File: config.mk
export PLATFORM = sky130hd
export DESIGN_NAME = spi_master_lsb_first_fifo_unit
export DESIGN_NICKNAME = d
export VERILOG_FILES = /design/src/rtl/core/smlf_pkg.sv /design/src/rtl/core/smlf_front.sv /design/src/rtl/core/smlf_back.sv /design/src/rtl/core/spi_master_lsb_first_fifo_unit.sv
export SDC_FILE = /design/constraint.sdc
export NUM_CORES = 1
export LEC_CHECK = 0
export ABC_AREA = 0
export ABC_CLOCK_PERIOD_IN_PS = 3800
export BUFFER_PORTS_ARGS = -buffer_cell sky130_fd_sc_hd__buf_2
export CAP_MARGIN = 20
export CORE_ASPECT_RATIO = 0.8
export CORE_MARGIN = 4
export CORE_UTILIZATION = 55
export DETAILED_ROUTE_END_ITERATION = 7
export PLACE_DENSITY_LB_ADDON = 0.15
export SLEW_MARGIN = 20
export SYNTH_ARGS = -nofsm -noshare
export SYNTH_HDL_FRONTEND = slang
export SYNTH_SLANG_ARGS = --single-unit
export TNS_END_PERCENT = 20
File: constraint.sdc
create_clock -name clk -period 3.8 [get_ports clk]
set_input_delay 0.57 -clock clk [delete_from_list [all_inputs] [get_ports clk]]
set_output_delay 0.57 -clock clk [all_outputs]
set_load 0.03 [all_outputs]
File: src/rtl/core/smlf_pkg.sv
// ----------------------------------------------------------------------------
// smlf_pkg
// Shared types and constants for the LSB-first mode 3 SPI master with FIFOs.
// ----------------------------------------------------------------------------
package smlf_pkg;

    localparam int QUEUE_DEPTH = 16;
    localparam int PTR_W       = (QUEUE_DEPTH > 1) ? $clog2(QUEUE_DEPTH) : 1;
    localparam int CNT_W       = $clog2(QUEUE_DEPTH + 1);

    localparam logic [CNT_W-1:0] QUEUE_FULL_CNT = CNT_W'(QUEUE_DEPTH);
    localparam logic [PTR_W-1:0] PTR_LAST       = PTR_W'(QUEUE_DEPTH - 1);

    // request codes
    localparam logic [1:0] REQ_TICK  = 2'd0;
    localparam logic [1:0] REQ_WRITE = 2'd1;
    localparam logic [1:0] REQ_READ  = 2'd2;
    localparam logic [1:0] REQ_START = 2'd3;

    // half clock periods per byte, counted down after the load tick
    localparam logic [3:0] HALF_BITS_LOAD = 4'd15;

    localparam int IN_TDATA_W  = 16;
    localparam int OUT_TDATA_W = 16;

    // classified request
    typedef struct packed {
        logic       tick;
        logic       wr;
        logic       rd;
        logic       start;
        logic [7:0] tx_byte;
        logic       miso;
    } cmd_t;

    // result word, sclk in bit 0
    typedef struct packed {
        logic       rx_empty;
        logic       tx_full;
        logic       tx_accepted;
        logic       rx_valid;
        logic [7:0] rx_byte;
        logic       done_res;
        logic       busy_res;
        logic       mosi;
        logic       sclk;
    } rsp_t;

    function automatic logic [PTR_W-1:0] ptr_inc(input logic [PTR_W-1:0] p);
        logic [PTR_W-1:0] r;
        if (p == PTR_LAST)
        begin
            r = '0;
        end
        else
        begin
            r = p + PTR_W'(1);
        end
        return r;
    endfunction

endpackage

File: src/rtl/core/smlf_front.sv
// ----------------------------------------------------------------------------
// smlf_front
// Decodes incoming requests and holds them in a two-entry command queue.
// ----------------------------------------------------------------------------
module smlf_front (
    input  logic                            clk,
    input  logic                            rst_n,
    input  logic                            s_tvalid,
    output logic                            s_tready,
    input  logic [smlf_pkg::IN_TDATA_W-1:0] s_tdata,
    input  logic [1:0]                      s_tuser,
    output logic                            cmd_valid,
    output smlf_pkg::cmd_t                  cmd,
    input  logic                            cmd_pop
);
    import smlf_pkg::*;

    cmd_t       slot_reg [2];
    logic       wr_ptr_reg, wr_ptr_next;
    logic       rd_ptr_reg, rd_ptr_next;
    logic [1:0] count_reg, count_next;
    cmd_t       dec;
    logic       push;

    always_comb
    begin
        dec         = '0;
        dec.tx_byte = s_tdata[7:0];
        dec.miso    = s_tdata[8];
        unique case (s_tuser)
            REQ_TICK:  dec.tick  = 1'b1;
            REQ_WRITE: dec.wr    = 1'b1;
            REQ_READ:  dec.rd    = 1'b1;
            REQ_START: dec.start = 1'b1;
            default:   dec.tick  = 1'b0;
        endcase
    end

    assign s_tready  = (count_reg != 2'd2);
    assign push      = s_tvalid && s_tready;
    assign cmd_valid = (count_reg != 2'd0);
    assign cmd       = slot_reg[rd_ptr_reg];

    always_comb
    begin
        wr_ptr_next = push ? ~wr_ptr_reg : wr_ptr_reg;
        rd_ptr_next = cmd_pop ? ~rd_ptr_reg : rd_ptr_reg;
        count_next  = count_reg + {1'b0, push} - {1'b0, cmd_pop};
    end

    always_ff @(posedge clk or negedge rst_n)
    begin
        if (!rst_n)
        begin
            wr_ptr_reg <= 1'b0;
            rd_ptr_reg <= 1'b0;
            count_reg  <= 2'd0;
        end
        else
        begin
            wr_ptr_reg <= wr_ptr_next;
            rd_ptr_reg <= rd_ptr_next;
            count_reg  <= count_next;
        end
    end

    always_ff @(posedge clk)
    begin
        if (push)
        begin
            slot_reg[wr_ptr_reg] <= dec;
        end
    end

endmodule

File: src/rtl/core/smlf_back.sv
// ----------------------------------------------------------------------------
// smlf_back
// Serial engine, transmit and receive FIFOs, and the result register.
// ----------------------------------------------------------------------------
module smlf_back (
    input  logic                             clk,
    input  logic                             rst_n,
    input  logic                             cmd_valid,
    input  smlf_pkg::cmd_t                   cmd,
    output logic                             cmd_pop,
    output logic                             m_tvalid,
    input  logic                             m_tready,
    output logic [smlf_pkg::OUT_TDATA_W-1:0] m_tdata
);
    import smlf_pkg::*;

    logic [7:0]       tx_mem [QUEUE_DEPTH];
    logic [7:0]       rx_mem [QUEUE_DEPTH];

    logic [PTR_W-1:0] tx_head_reg, tx_head_next, tx_tail_reg, tx_tail_next;
    logic [PTR_W-1:0] rx_head_reg, rx_head_next, rx_tail_reg, rx_tail_next;
    logic [CNT_W-1:0] tx_cnt_reg, tx_cnt_next, rx_cnt_reg, rx_cnt_next;
    logic [7:0]       out_sh_reg, out_sh_next, in_sh_reg, in_sh_next;
    logic [3:0]       hbc_reg, hbc_next;
    logic             run_reg, run_next;
    logic             clk_lvl_reg, clk_lvl_next;
    logic             dat_lvl_reg, dat_lvl_next;
    logic             out_valid_reg, out_valid_next;
    rsp_t             rsp_reg, rsp;

    logic             tx_we, rx_we;
    logic [7:0]       in_sampled;

    assign cmd_pop    = cmd_valid && (!out_valid_reg || m_tready);
    assign in_sampled = {cmd.miso, in_sh_reg[7:1]};

    always_comb
    begin
        tx_head_next = tx_head_reg;
        tx_tail_next = tx_tail_reg;
        rx_head_next = rx_head_reg;
        rx_tail_next = rx_tail_reg;
        tx_cnt_next  = tx_cnt_reg;
        rx_cnt_next  = rx_cnt_reg;
        out_sh_next  = out_sh_reg;
        in_sh_next   = in_sh_reg;
        hbc_next     = hbc_reg;
        run_next     = run_reg;
        clk_lvl_next = clk_lvl_reg;
        dat_lvl_next = dat_lvl_reg;
        tx_we        = 1'b0;
        rx_we        = 1'b0;
        rsp          = '0;

        if (cmd.tick)
        begin
            if (run_reg)
            begin
                if (hbc_reg != 4'd0)
                begin
                    if (hbc_reg[0])
                    begin
                        // rising edge: sample into top of shifter
                        clk_lvl_next = 1'b1;
                        in_sh_next   = in_sampled;
                        if (hbc_reg == 4'd1 && rx_cnt_reg < QUEUE_FULL_CNT)
                        begin
                            rx_we        = 1'b1;
                            rx_tail_next = ptr_inc(rx_tail_reg);
                            rx_cnt_next  = rx_cnt_reg + CNT_W'(1);
                            in_sh_next   = 8'd0;
                        end
                    end
                    else
                    begin
                        // falling edge: drive next bit
                        out_sh_next  = {1'b0, out_sh_reg[7:1]};
                        clk_lvl_next = 1'b0;
                        dat_lvl_next = out_sh_reg[1];
                    end
                    hbc_next = hbc_reg - 4'd1;
                end
                else if (tx_cnt_reg == '0)
                begin
                    run_next     = 1'b0;
                    rsp.done_res = 1'b1;
                end
                else
                begin
                    out_sh_next  = tx_mem[tx_head_reg];
                    tx_head_next = ptr_inc(tx_head_reg);
                    tx_cnt_next  = tx_cnt_reg - CNT_W'(1);
                    in_sh_next   = 8'd0;
                    hbc_next     = HALF_BITS_LOAD;
                    dat_lvl_next = tx_mem[tx_head_reg][0];
                    clk_lvl_next = 1'b0;
                end
            end
        end
        else if (cmd.wr)
        begin
            if (tx_cnt_reg < QUEUE_FULL_CNT)
            begin
                tx_we           = 1'b1;
                tx_tail_next    = ptr_inc(tx_tail_reg);
                tx_cnt_next     = tx_cnt_reg + CNT_W'(1);
                rsp.tx_accepted = 1'b1;
            end
        end
        else if (cmd.rd)
        begin
            if (rx_cnt_reg != '0)
            begin
                rsp.rx_byte  = rx_mem[rx_head_reg];
                rsp.rx_valid = 1'b1;
                rx_head_next = ptr_inc(rx_head_reg);
                rx_cnt_next  = rx_cnt_reg - CNT_W'(1);
            end
        end
        else if (cmd.start)
        begin
            if (tx_cnt_reg != '0)
            begin
                run_next = 1'b1;
            end
        end

        rsp.sclk     = clk_lvl_next;
        rsp.mosi     = dat_lvl_next;
        rsp.busy_res = run_next;
        rsp.tx_full  = (tx_cnt_next >= QUEUE_FULL_CNT);
        rsp.rx_empty = (rx_cnt_next == '0);

        out_valid_next = cmd_pop ? 1'b1 : (m_tready ? 1'b0 : out_valid_reg);
    end

    always_ff @(posedge clk or negedge rst_n)
    begin
        if (!rst_n)
        begin
            tx_head_reg   <= '0;
            tx_tail_reg   <= '0;
            rx_head_reg   <= '0;
            rx_tail_reg   <= '0;
            tx_cnt_reg    <= '0;
            rx_cnt_reg    <= '0;
            out_sh_reg    <= 8'd0;
            in_sh_reg     <= 8'd0;
            hbc_reg       <= 4'd0;
            run_reg       <= 1'b0;
            clk_lvl_reg   <= 1'b1;
            dat_lvl_reg   <= 1'b1;
            out_valid_reg <= 1'b0;
        end
        else
        begin
            out_valid_reg <= out_valid_next;
            if (cmd_pop)
            begin
                tx_head_reg <= tx_head_next;
                tx_tail_reg <= tx_tail_next;
                rx_head_reg <= rx_head_next;
                rx_tail_reg <= rx_tail_next;
                tx_cnt_reg  <= tx_cnt_next;
                rx_cnt_reg  <= rx_cnt_next;
                out_sh_reg  <= out_sh_next;
                in_sh_reg   <= in_sh_next;
                hbc_reg     <= hbc_next;
                run_reg     <= run_next;
                clk_lvl_reg <= clk_lvl_next;
                dat_lvl_reg <= dat_lvl_next;
            end
        end
    end

    // storage and result payload, no reset
    always_ff @(posedge clk)
    begin
        if (cmd_pop)
        begin
            rsp_reg <= rsp;
            if (tx_we)
            begin
                tx_mem[tx_tail_reg] <= cmd.tx_byte;
            end
            if (rx_we)
            begin
                rx_mem[rx_tail_reg] <= in_sampled;
            end
        end
    end

    assign m_tvalid = out_valid_reg;
    assign m_tdata  = rsp_reg;

`ifndef SYNTH
    a_tx_cnt_range: assert property (@(posedge clk) disable iff (!rst_n)
        tx_cnt_reg <= QUEUE_FULL_CNT)
        else $error("tx count overflow");

    a_rx_cnt_range: assert property (@(posedge clk) disable iff (!rst_n)
        rx_cnt_reg <= QUEUE_FULL_CNT)
        else $error("rx count overflow");

    a_idle_no_bits: assert property (@(posedge clk) disable iff (!rst_n)
        !run_reg |-> (hbc_reg == 4'd0 && clk_lvl_reg))
        else $error("engine stopped mid byte");

    a_done_not_busy: assert property (@(posedge clk) disable iff (!rst_n)
        (out_valid_reg && rsp_reg.done_res) |-> !rsp_reg.busy_res)
        else $error("done reported while busy");
`endif

endmodule

File: src/rtl/core/spi_master_lsb_first_fifo_unit.sv
// A request word passes the command queue register, then the result register,
//   before its result word leaves.
// Throughput: one request word per cycle; the engine and FIFO update for a
//   word is computed combinationally, so the rate is set by output acceptance.
// Reset (rst_n low, asynchronous): FIFOs empty, engine stopped, sclk and mosi
//   high, shifters cleared; FIFO storage is not cleared.
// ----------------------------------------------------------------------------
// spi_master_lsb_first_fifo_unit
// Tick-driven SPI master, mode 3, LSB first, with 16-byte transmit and
// receive FIFOs. Front decodes and queues requests, back runs the engine.
// ----------------------------------------------------------------------------
module spi_master_lsb_first_fifo_unit (
    input  logic                             clk,
    input  logic                             rst_n,
    input  logic                             s_tvalid,
    output logic                             s_tready,
    // [7:0] tx_byte, [8] miso, [15:9] zero
    input  logic [smlf_pkg::IN_TDATA_W-1:0]  s_tdata,
    // [1:0] req_type: 0 tick, 1 write tx byte, 2 read rx byte, 3 start
    input  logic [1:0]                       s_tuser,
    output logic                             m_tvalid,
    input  logic                             m_tready,
    // [0] sclk, [1] mosi, [2] busy_res, [3] done_res, [11:4] rx_byte,
    // [12] rx_valid, [13] tx_accepted, [14] tx_full, [15] rx_empty
    output logic [smlf_pkg::OUT_TDATA_W-1:0] m_tdata
);
    import smlf_pkg::*;

    // decoded request handed from front to back
    cmd_t cmd;
    logic cmd_valid;
    logic cmd_pop;

    // Front: classifies req_type and buffers two words so the input side
    // keeps flowing while the result register waits on m_tready.
    smlf_front u_front (
        .clk       (clk),
        .rst_n     (rst_n),
        .s_tvalid  (s_tvalid),
        .s_tready  (s_tready),
        .s_tdata   (s_tdata),
        .s_tuser   (s_tuser),
        .cmd_valid (cmd_valid),
        .cmd       (cmd),
        .cmd_pop   (cmd_pop)
    );

    // Back: one request per cycle whenever the result register is free or
    // being drained. While running, ticks step the half-period counter: load
    // on zero or stop if tx is empty; sample miso on odd, shift out on even counts.
    smlf_back u_back (
        .clk       (clk),
        .rst_n     (rst_n),
        .cmd_valid (cmd_valid),
        .cmd       (cmd),
        .cmd_pop   (cmd_pop),
        .m_tvalid  (m_tvalid),
        .m_tready  (m_tready),
        .m_tdata   (m_tdata)
    );

endmodule
==> impl_results.md, run 1 <==
- Clk slew on worst S/H paths: 0.06 ns
- CP Data Arrival Time: 2.96 ns
- Area leader, netlist: edfxtp_1
- R2R Setup Slk: 0.98 ns
- Antenna Violating Nets Remaining: 0
- Root Buffer Master: clkbuf_16
- Clock buffer depth: 3
- Fmax: 0.355 GHz
- CTS buffer count: 35
- Syn Std Cell Area: 0.0144 mm²
- Critical path type: reg2reg
- Core Util, Final: 63.0%
- Worst setup path endpoint: u_back.tx_mem[12][3]
- DRC viols: 0
- Total Wirelength: 28.5 mm
- Placed Instances: 1159
- RePlAce Congestion: 0.810
- Worst-Skew Late Latency: 0.52 ns
- First-pass GRT wire length: 45.0 mm
- Status: finished clean
- Post-CTS resize count: 0
- Pre-CTS setup slack: 0.796 ns
- Ys Warns: 0
- Die Ht: 153 µm
- Register area: 0.0103 mm²
- Filler instances: 1761
- GR Util All Layers: 20.2%
- Vias in the first global route: 7659
- Post-synthesis register bit count: 350
- Critical path launch point: u_front.slot_reg[0][12]
- Post-synth ARST share: 14.9%
- Routed wire length per instance: 23.3 µm
- Max-cap viol count: 0
- Buffers added on ports: 32
- Post-synthesis sequential area ratio: 71.2%
- Final std cells w/o fill: 1223
- Slew Limit Fails: 0
- Die width: 189 µm
- Most common cell after layout, fill and taps aside: edfxtp_1
- Most used DFF post-synth: edfxtp_1
- Synth-to-Final Area Change: 11.9%
- RSZ-0062 raised after global routing: no
- Final worst path period need: 2.82 ns
- Most area-consuming cells after synthesis: edfxtp_1, mux4_2, dfrtp_1, ha_1, mux2_2
- Post-synth EDFFs: 298
- Syn Area/Cell: 18.3 µm²
- R2r startpoint: u_front.slot_reg[0][12]
- Largest net degree at the start of global routing: 37
- Commonest cells after routing, fill and taps aside: edfxtp_1, mux4_2, dfrtp_1, clkbuf_16, buf_2
- Core Area: 0.0256 mm²
- Pwr/cell area: 741 mW/mm²
- CP startpoint kind: flip-flop
- Row count: 52
- Mapped Cells: 788
- I/O pins: 40
- Antenna Cells: 0
- DR vias/cell: 6.08
- Worst Reg-to-Reg Cells: 4
- DRT Pass-1 Iters: 5
- CTS H-Tree Depth: 2
- Post-DP HPWL: 18.8 mm
- Leak Pwr: 5.55 nW
- Tot Pwr: 11.9 mW
- Synthesized net count: 829
- Clock skew: 0.0121 ns
- Critical path endpoint category: flip-flop
- Max-slew headroom: 38.4%
- Grt total ovfl: 0
- Final setup viols: 0
- Area of the multi-input gates: 0.00386 mm²
- VDD IR max: 0.000368 V
- Fin worst setup slack: 0.981 ns
- Final nets: 887
- Setup TNS: 0 ns
- Vias: 7437
- Type of the worst min-delay path: in2async
- 1st-iter DRT viols: 709
- Top-area cell type share of the netlist area: 62.1%
- CP required: 3.94 ns
- Initial antenna violation count: 0
- Synth cell types: 73
- Clk sinks: 350
- Die area: 0.0289 mm²
- Max FO, Critical Path: 8
- Critical R2R Capture: u_back.tx_mem[12][3]
- Cts hold-fix bufs: 0
- Post-CTS Setup Bufs: 0
- Final Cycle Share: 74.2%
- CTS tree: yes
- Tightest Pin Transition: 0.923 ns
- Layout cells sized above 1: 24.0%
- Starting Density: 56.3%
- Final hold violations: 0
-- routing by layer --
layer | routed length [µm] | GRT usage (%)
met5 | 0 | 0
met4 | 637 | 5.90
met3 | 1640 | 3.28
met2 | 13300 | 30.5
met1 | 12900 | 31.2
-- critical path, stage by stage, from the launching register on --
cell,delay [ns]
edfxtp_1,0.43
or3b_4,0.43
a2111oi_4,0.67
nand3_1,0.25
nor2_1,0.66
-- logic make-up after synthesis --
kind of cell / after synthesis / share of synthesized area [%]
adders and majority gates: 19 / 1.65
DFF: 350 / 71.2
buffers and inverters: 57 / 2.02
and+or+nand+nor: 146 / 5.92
xor gates and xnor gates: 14 / 0.851
muxes: 102 / 13.3
AOI/OAI and AO/OA: 100 / 5.09
-- power breakdown --
part           total, mW  leakage, nW  switching (mW)  internal (mW)
Sequential          5.47         3.42           0.564           4.90
Combinational       3.08         1.58            1.75           1.33
Clock               3.40        0.553            1.39           2.01
-- worst min-delay path by stage --
stage / slack (ns) / depth (start not counted) / endpoint / from
6_report: 0.13 / 1 / u_back.tx_cnt_reg[4] / rst_n
5_1_grt: 0.17 / 1 / u_back.rx_cnt_reg[3] / rst_n
4_1_cts: 0.14 / 1 / u_back.tx_tail_reg[3] / rst_n
3_5_place_dp: 0.48 / 2 / u_back.clk_lvl_reg / u_back.clk_lvl_reg
3_3_place_gp: 0.46 / 2 / u_back.clk_lvl_reg / u_back.clk_lvl_reg
2_1_floorplan: 0.27 / 0 / async pin / rst_n
-- cells in the mapped netlist (8+ instances only) --
cell,count
xnor2_1,13
nor4_1,8
a221oi_1,8
nand3_1,14
inv_1,21
o21ai_0,21
mux4_2,63
nor2_1,22
mux2i_1,17
mux2_2,16
nand2_1,31
nor3_1,9
clkbuf_1,15
and2_1,24
ha_1,19
a21oi_1,17
buf_6,8
a22o_1,9
edfxtp_1,298
dfrtp_1,50
-- layout make-up --
cell class / count / share of cell area, %
clock buffer: 41 / 5.70
inverter: 23 / 0.536
multi-input combinational: 381 / 24.0
sequential: 350 / 63.6
clock inverter: 22 / 1.36
tap: 351 / 2.72
timing repair buffer: 55 / 2.09
-- through the flow --
step                hold slack (ns)  instance area [µm²]
floorplan                     0.274                14400
global placement              0.457                15000
detailed placement            0.475                15000
CTS                           0.141                16100
global route                  0.174                16100
finish                        0.128                16100
(Power assumes the default switching activity.)
==> inputs of run 2 (changes only) <==
--- a/config.mk
+++ b/config.mk
@@ -6,7 +6,7 @@
 export NUM_CORES = 1
 export LEC_CHECK = 0
 export ABC_AREA = 0
-export ABC_CLOCK_PERIOD_IN_PS = 3800
+export ABC_CLOCK_PERIOD_IN_PS = 2400
 export BUFFER_PORTS_ARGS = -buffer_cell sky130_fd_sc_hd__buf_2
 export CAP_MARGIN = 20
 export CORE_ASPECT_RATIO = 0.8
==> constraint.sdc (replaced) <==
create_clock -name clk -period 2.4 [get_ports clk]
set_input_delay 0.36 -clock clk [delete_from_list [all_inputs] [get_ports clk]]
set_output_delay 0.36 -clock clk [all_outputs]
set_load 0.03 [all_outputs]
==> impl_results.md, run 2 (same netlist as run 1, synthesis figures left out) <==
- Status: finished clean (unchanged)
- P_int: 13.6 mW (was 8.24 mW)
- Max-cap viol count: 0 (unchanged)
- Critical path endpoint category: flip-flop (unchanged)
- Max FO, Critical Path: 24 (was 8)
- CP required: 2.66 ns (was 3.94 ns)
- Critical Path Stages: 4 (unchanged)
- Post-DP HPWL: 19.5 mm (was 18.8 mm)
- DR vias/cell: 6.01 (was 6.08)
- CP Buf/Inv Count: 1 (was 0)
- RePlAce Congestion: 0.884 (was 0.810)
- Pwr/cell area: 1170 mW/mm² (was 741 mW/mm²)
- CP startpoint kind: flip-flop (unchanged)
- WHS Path Cells: 1
- Leak Pwr: 5.91 nW (was 5.55 nW)
- Final worst path period need: 2.32 ns (was 2.82 ns)
- Largest stage delay, worst path: 0.64 ns (was 0.67 ns)
- Switch share: 30.8% (was 31.0%)
- VDD IR max: 0.000567 V (was 0.000368 V)
- Comb pwr share: 26.9% (was 25.8%)
- Buffers added on ports: 32 (unchanged)
- Total Wirelength: 29.5 mm (was 28.5 mm)
- Tightest Pin Transition: 0.749 ns (was 0.923 ns)
- CP cell instances: buf_4, mux4_2, a22oi_1, a21oi_1 (was or3b_4, a2111oi_4, nand3_1, nor2_1)
- Row count: 52 (unchanged)
- Worst Reg-to-Reg Cells: 4 (unchanged)
- Final std cells w/o fill: 1269 (was 1223)
- CP max-delay cell: dfrtp_2 (was a2111oi_4)
- Routed wire length per instance: 23.2 µm (was 23.3 µm)
- Commonest cells after routing, fill and taps aside: edfxtp_1, mux4_2, buf_4, dfrtp_1, clkbuf_16 (was edfxtp_1, mux4_2, dfrtp_1, clkbuf_16, buf_2)
- Clock buffer depth: 3 (unchanged)
- CP Data Arrival Time: 2.58 ns (was 2.96 ns)
- Final instance area: 0.0168 mm² (was 0.0161 mm²)
- Fmax: 0.432 GHz (was 0.355 GHz)
- Hold slack final: 0.0296 ns (was 0.128 ns)
- DRC viols: 0 (unchanged)
- CTS H-Tree Depth: 2 (unchanged)
- Clock skew: 0.0217 ns (was 0.0121 ns)
- GR Util All Layers: 20.7% (was 20.2%)
- Area of placed instances: 0.0154 mm² (was 0.0150 mm²)
- Vias in the first global route: 7772 (was 7659)
- Clock power frac: 29.5% (was 28.4%)
- Placed Instances: 1202 (was 1159)
- Die area: 0.0289 mm² (unchanged)
- 1st-iter DRT viols: 708 (was 709)
- Starting Density: 56.3% (unchanged)
- RSZ-0062 raised after global routing: yes (was no)
- Final setup viols: 0 (unchanged)
- Critical path type: reg2reg (unchanged)
- Tot Pwr: 19.6 mW (was 11.9 mW)
- Final hold violations: 0 (unchanged)
- Largest delay share family, worst path: flip-flops (was simple AND/OR/NAND/NOR gates)
- CTS tree: yes (unchanged)
- Root Buffer Master: clkbuf_16 (unchanged)
- Core Util, Final: 65.5% (was 63.0%)
- Most common cell after layout, fill and taps aside: edfxtp_1 (unchanged)
- Clk slew on worst S/H paths: 0.06 ns (about the same)
- Seq pwr share: 43.6% (was 45.8%)
- Initial antenna violation count: 0 (unchanged)
- First-pass GRT wire length: 46.0 mm (was 45.0 mm)
- Max-slew headroom: 49.6% (was 38.4%)
- Antenna Cells: 0 (unchanged)
- Die Ht: 153 µm (unchanged)
- Grt total ovfl: 0 (unchanged)
- Final Cycle Share: 96.5% (was 74.2%)
- Vias: 7622 (was 7437)
- DRT Pass-1 Iters: 5 (unchanged)
- Type of the worst min-delay path: in2reg (was in2async)
- Final nets: 931 (was 887)
- Die width: 189 µm (unchanged)
- I/O pins: 40 (unchanged)
- Clk sinks: 350 (unchanged)
- Slew Limit Fails: 0 (unchanged)
- Filler instances: 1715 (was 1761)
- Core Area: 0.0256 mm² (unchanged)
- CTS buffer count: 36 (was 35)
- Synth-to-Final Area Change: 16.3% (was 11.9%)
- Antenna Violating Nets Remaining: 0 (unchanged)
- Worst-Skew Late Latency: 0.52 ns (about the same)
- Net switching power: 6.05 mW (was 3.70 mW)
- Largest net degree at the start of global routing: 37 (unchanged)
- Layout cells sized above 1: 28.9% (was 24.0%)
==> run 2: cell types whose count changed in the layout (fill, tap and decap cells not counted), sizes merged <==
| cell | before | now |
|---|---|---|
| buf | 55 | 97 |
| clkbuf | 41 | 46 |
| clkinv | 17 | 14 |
| bufinv | 4 | 5 |
| dlygate4sd3 | 0 | 1 |
==> run 2: layout make-up <==
| class | instances | area, µm² | share of cell area [%] |
|---|---|---|---|
| Sequential cell | 350 | 10300 | 61.2 |
| Multi-Input combinational cell | 381 | 3910 | 23.3 |
| Clock buffer | 46 | 1000 | 5.97 |
| Timing Repair Buffer | 98 | 823 | 4.91 |
| Tap cell | 351 | 439 | 2.62 |
| Clock inverter | 20 | 244 | 1.46 |
| Inverter | 23 | 86.3 | 0.515 |
==> run 2: worst paths after layout <==
check,slack [ns],start,to
worst max register to register,0.08,u_back.rx_head_reg[0],u_back.m_tdata[7]
worst min-delay path,0.03,s_tdata[2],u_front.slot_reg[0][3]
worst max-delay path,0.08,u_back.rx_head_reg[0],u_back.m_tdata[7]
max in group asynchronous,1.22,rst_n,u_back.clk_lvl_reg
min in group asynchronous,0.40,rst_n,u_back.tx_tail_reg[1]
worst min register to register,0.47,u_back.clk_lvl_reg,u_back.clk_lvl_reg
==> run 2: power groups by stage <==
stage          clock network [mW]  logic (mW)  registers [mW]
6_report                     5.79        5.28            8.55
5_1_grt                      6.17        5.71            8.66
4_1_cts                      5.89        5.30            8.53
3_5_place_dp                    0        5.26            8.64
3_3_place_gp                    0        5.06            8.59
2_1_floorplan                   0        3.68            8.52
==> run 2: metrics by stage <==
stage                     TNS (ns)  setup slack (ns)
final                            0            0.0836
after global routing        -0.158            -0.104
after CTS                        0           0.00328
after detailed placement     -1.61           -0.0482
after global placement           0           0.00516
after floorplan              -7.35            -0.163
==> run 2: layer usage <==
metal | vias to the layer above | wire [µm] | GRT usage (%)
met4 | 0 | 434 | 4.93
met5 | - | 0 | 0
met1 | 3966 | 13400 | 31.8
met3 | 35 | 1770 | 3.48
met2 | 240 | 13900 | 31.7
li1 | 3381 | - | -
==> run 2: repair_timing <==
action                                  4_1_cts  5_1_grt
resized for setup                             1       14
endpoints found under the setup margin       56      143
endpoints found under the hold margin        20        0
setup buffers                                 0        0
hold buffers                                  1        0
==> inputs of run 3 (changes only) <==
--- a/config.mk
+++ b/config.mk
@@ -10,7 +10,6 @@
 export BUFFER_PORTS_ARGS = -buffer_cell sky130_fd_sc_hd__buf_2
 export CAP_MARGIN = 20
 export CORE_ASPECT_RATIO = 0.8
-export CORE_MARGIN = 4
 export CORE_UTILIZATION = 55
 export DETAILED_ROUTE_END_ITERATION = 7
 export PLACE_DENSITY_LB_ADDON = 0.15
==> impl_results.md, run 3 (same netlist as run 1, synthesis figures left out) <==
- Die Ht: 147 µm (was 153 µm)
- Worst Reg-to-Reg Cells: 8 (was 4)
- CTS tree: yes (unchanged)
- CP Data Arrival Time: 2.66 ns (was 2.58 ns)
- CP cell instances: buf_4, ha_1, nor4b_4, buf_4, nand4_1, o211ai_1, o221ai_1, nor4_2 (was buf_4, mux4_2, a22oi_1, a21oi_1)
- Clock skew: 0.0115 ns (was 0.0217 ns)
- Critical path type: reg2reg (unchanged)
- Critical R2R Capture: u_back.m_tdata[15] (was u_back.m_tdata[7])
- Final std cells w/o fill: 1277 (was 1269)
- Layout cells sized above 1: 29.9% (was 28.9%)
- Antenna Cells: 0 (unchanged)
- CTS H-Tree Depth: 2 (unchanged)
- Vias in the first global route: 7802 (was 7772)
- Final hold violations: 0 (unchanged)
- CP required: 2.73 ns (was 2.66 ns)
- Root Buffer Master: clkbuf_16 (unchanged)
- Post-DP HPWL: 20.0 mm (was 19.5 mm)
- Critical path endpoint category: flip-flop (unchanged)
- Antenna Violating Nets Remaining: 0 (unchanged)
- Pwr/cell area: 1160 mW/mm² (was 1170 mW/mm²)
- Max-slew headroom: 51.4% (was 49.6%)
- Buffers added on ports: 32 (unchanged)
- First-pass GRT wire length: 45.9 mm (was 46.0 mm)
- CP max-delay cell: dfrtp_1 (was dfrtp_2)
- Largest net degree at the start of global routing: 37 (unchanged)
- Setup TNS: 0 ns (unchanged)
- HP Start: s_tdata[4] (was s_tdata[2])
- Hold slack final: 0.0323 ns (was 0.0296 ns)
- DRC viols: 0 (unchanged)
- Max-cap viol count: 0 (unchanged)
- 1st-iter DRT viols: 672 (was 708)
- Core Area: 0.0255 mm² (was 0.0256 mm²)
- Final worst path period need: 2.33 ns (was 2.32 ns)
- Most common cell after layout, fill and taps aside: edfxtp_1 (unchanged)
- DR vias/cell: 6.03 (was 6.01)
- Grt total ovfl: 0 (unchanged)
- DRT Pass-1 Iters: 5 (unchanged)
- Slew Limit Fails: 0 (unchanged)
- Max FO, Critical Path: 7 (was 24)
- Critical Path Stages: 8 (was 4)
- Largest stage delay, worst path: 0.35 ns (was 0.64 ns)
- Placed Instances: 1209 (was 1202)
- Tot Pwr: 19.6 mW (about the same)
- Filler instances: 1722 (was 1715)
- Leak Pwr: 5.95 nW (was 5.91 nW)
- CP dominant cell by count: buf_4
- R2R Setup Slk: 0.07 ns (was 0.08 ns)
- Initial antenna violation count: 0 (unchanged)
- Die area: 0.0268 mm² (was 0.0289 mm²)
- Final instance area: 0.0168 mm² (about the same)
- Starting Density: 56.5% (was 56.3%)
- Clock buffer depth: 3 (unchanged)
- Synth-to-Final Area Change: 16.8% (was 16.3%)
- VDD IR max: 0.000596 V (was 0.000567 V)
- Clk sinks: 350 (unchanged)
- Tightest Pin Transition: 0.729 ns (was 0.749 ns)
- Hold endpoint: u_front.slot_reg[0][5] (was u_front.slot_reg[0][3])
- CP Buf/Inv Count: 2 (was 1)
- Row count: 52 (unchanged)
- Final setup viols: 0 (unchanged)
- Area of placed instances: 0.0155 mm² (was 0.0154 mm²)
- WHS Path Cells: 1 (unchanged)
- Commonest cells after routing, fill and taps aside: edfxtp_1, mux4_2, buf_4, dfrtp_1, clkbuf_16 (unchanged)
- RePlAce Congestion: 0.848 (was 0.884)
- Worst-Skew Late Latency: 0.51 ns (was 0.52 ns)
- Vias: 7706 (was 7622)
- Clk slew on worst S/H paths: 0.06 ns (about the same)
- Final nets: 942 (was 931)
- Final Cycle Share: 96.9% (was 96.5%)
- CP startpoint kind: flip-flop (unchanged)
- R2r startpoint: u_back.hbc_reg[0] (was u_back.rx_head_reg[0])
- I/O pins: 40 (unchanged)
- Die width: 183 µm (was 189 µm)
- Largest delay share family, worst path: simple AND/OR/NAND/NOR gates (was flip-flops)
- Routed wire length per instance: 23.3 µm (was 23.2 µm)
- Type of the worst min-delay path: in2reg (unchanged)
- CTS buffer count: 35 (was 36)
- Fmax: 0.430 GHz (was 0.432 GHz)
- Total Wirelength: 29.8 mm (was 29.5 mm)
- Status: finished clean (unchanged)
- GR Util All Layers: 23.0% (was 20.7%)
[run 3: final cells by class]
cell class	count	area, µm²	share of cell area (%)
inverter	23	86.3	0.513
sequential	350	10300	61.0
clock buffer	41	920	5.47
multi-input combinational	381	3920	23.3
clock inverter	21	273	1.62
timing repair buffer	110	935	5.56
tap	351	439	2.61
[run 3: worst max-delay path by stage]
stage,from,endpoint,slack (ns)
after floorplan,u_front.rd_ptr_reg,u_back.tx_mem[6][0],-0.16
after global placement,u_front.slot_reg[0][12],u_back.tx_mem[10][4],0.03
after detailed placement,u_front.slot_reg[0][12],u_back.tx_mem[8][5],-0.02
after CTS,u_front.rd_ptr_reg,u_back.rx_mem[8][4],0.006
after global routing,u_back.hbc_reg[1],u_back.m_tdata[15],-0.03
final,u_back.hbc_reg[0],u_back.m_tdata[15],0.07
[run 3: metrics by stage]
| step | utilization, % | setup slack (ns) |
|---|---|---|
| final | 66.0 | 0.0738 |
| after global routing | 66.0 | -0.0345 |
| after CTS | 65.6 | 0.00593 |
| after detailed placement | 60.8 | -0.0221 |
| after global placement | 60.8 | 0.0284 |
| after floorplan | - | -0.163 |
[run 3: per-layer routing]
layer / global-route usage, % / vias up / routed length, µm
met5: 0 / - / 0
met4: 5.46 / 0 / 520
met3: 3.27 / 49 / 2030
met2: 34.8 / 294 / 13900
met1: 35.7 / 3969 / 13400
li1: - / 3394 / -
[run 3: worst register-to-register path: cells and delay by family, from the launching register on]
kind | cells | cell delay [ns]
buf+inv | 2 | 0.33
simple gates | 3 | 0.71
flops | 1 | 0.35
compound gates | 2 | 0.57
fa+ha+maj | 1 | 0.20
[run 3: what timing repair did]
action | 4_1_cts | 5_1_grt
hold buffers | 1 | 0
hold endpoints to repair | 17 | 0
resized for setup | 1 | 13
endpoints found under the setup margin | 32 | 152
setup buffers | 0 | 5
pin swaps | 0 | 1
[run 3: where the power goes]
part           switching [mW]  internal (mW)
combinational            3.11           2.36
clock                    2.24           3.40
sequential              0.686           7.77
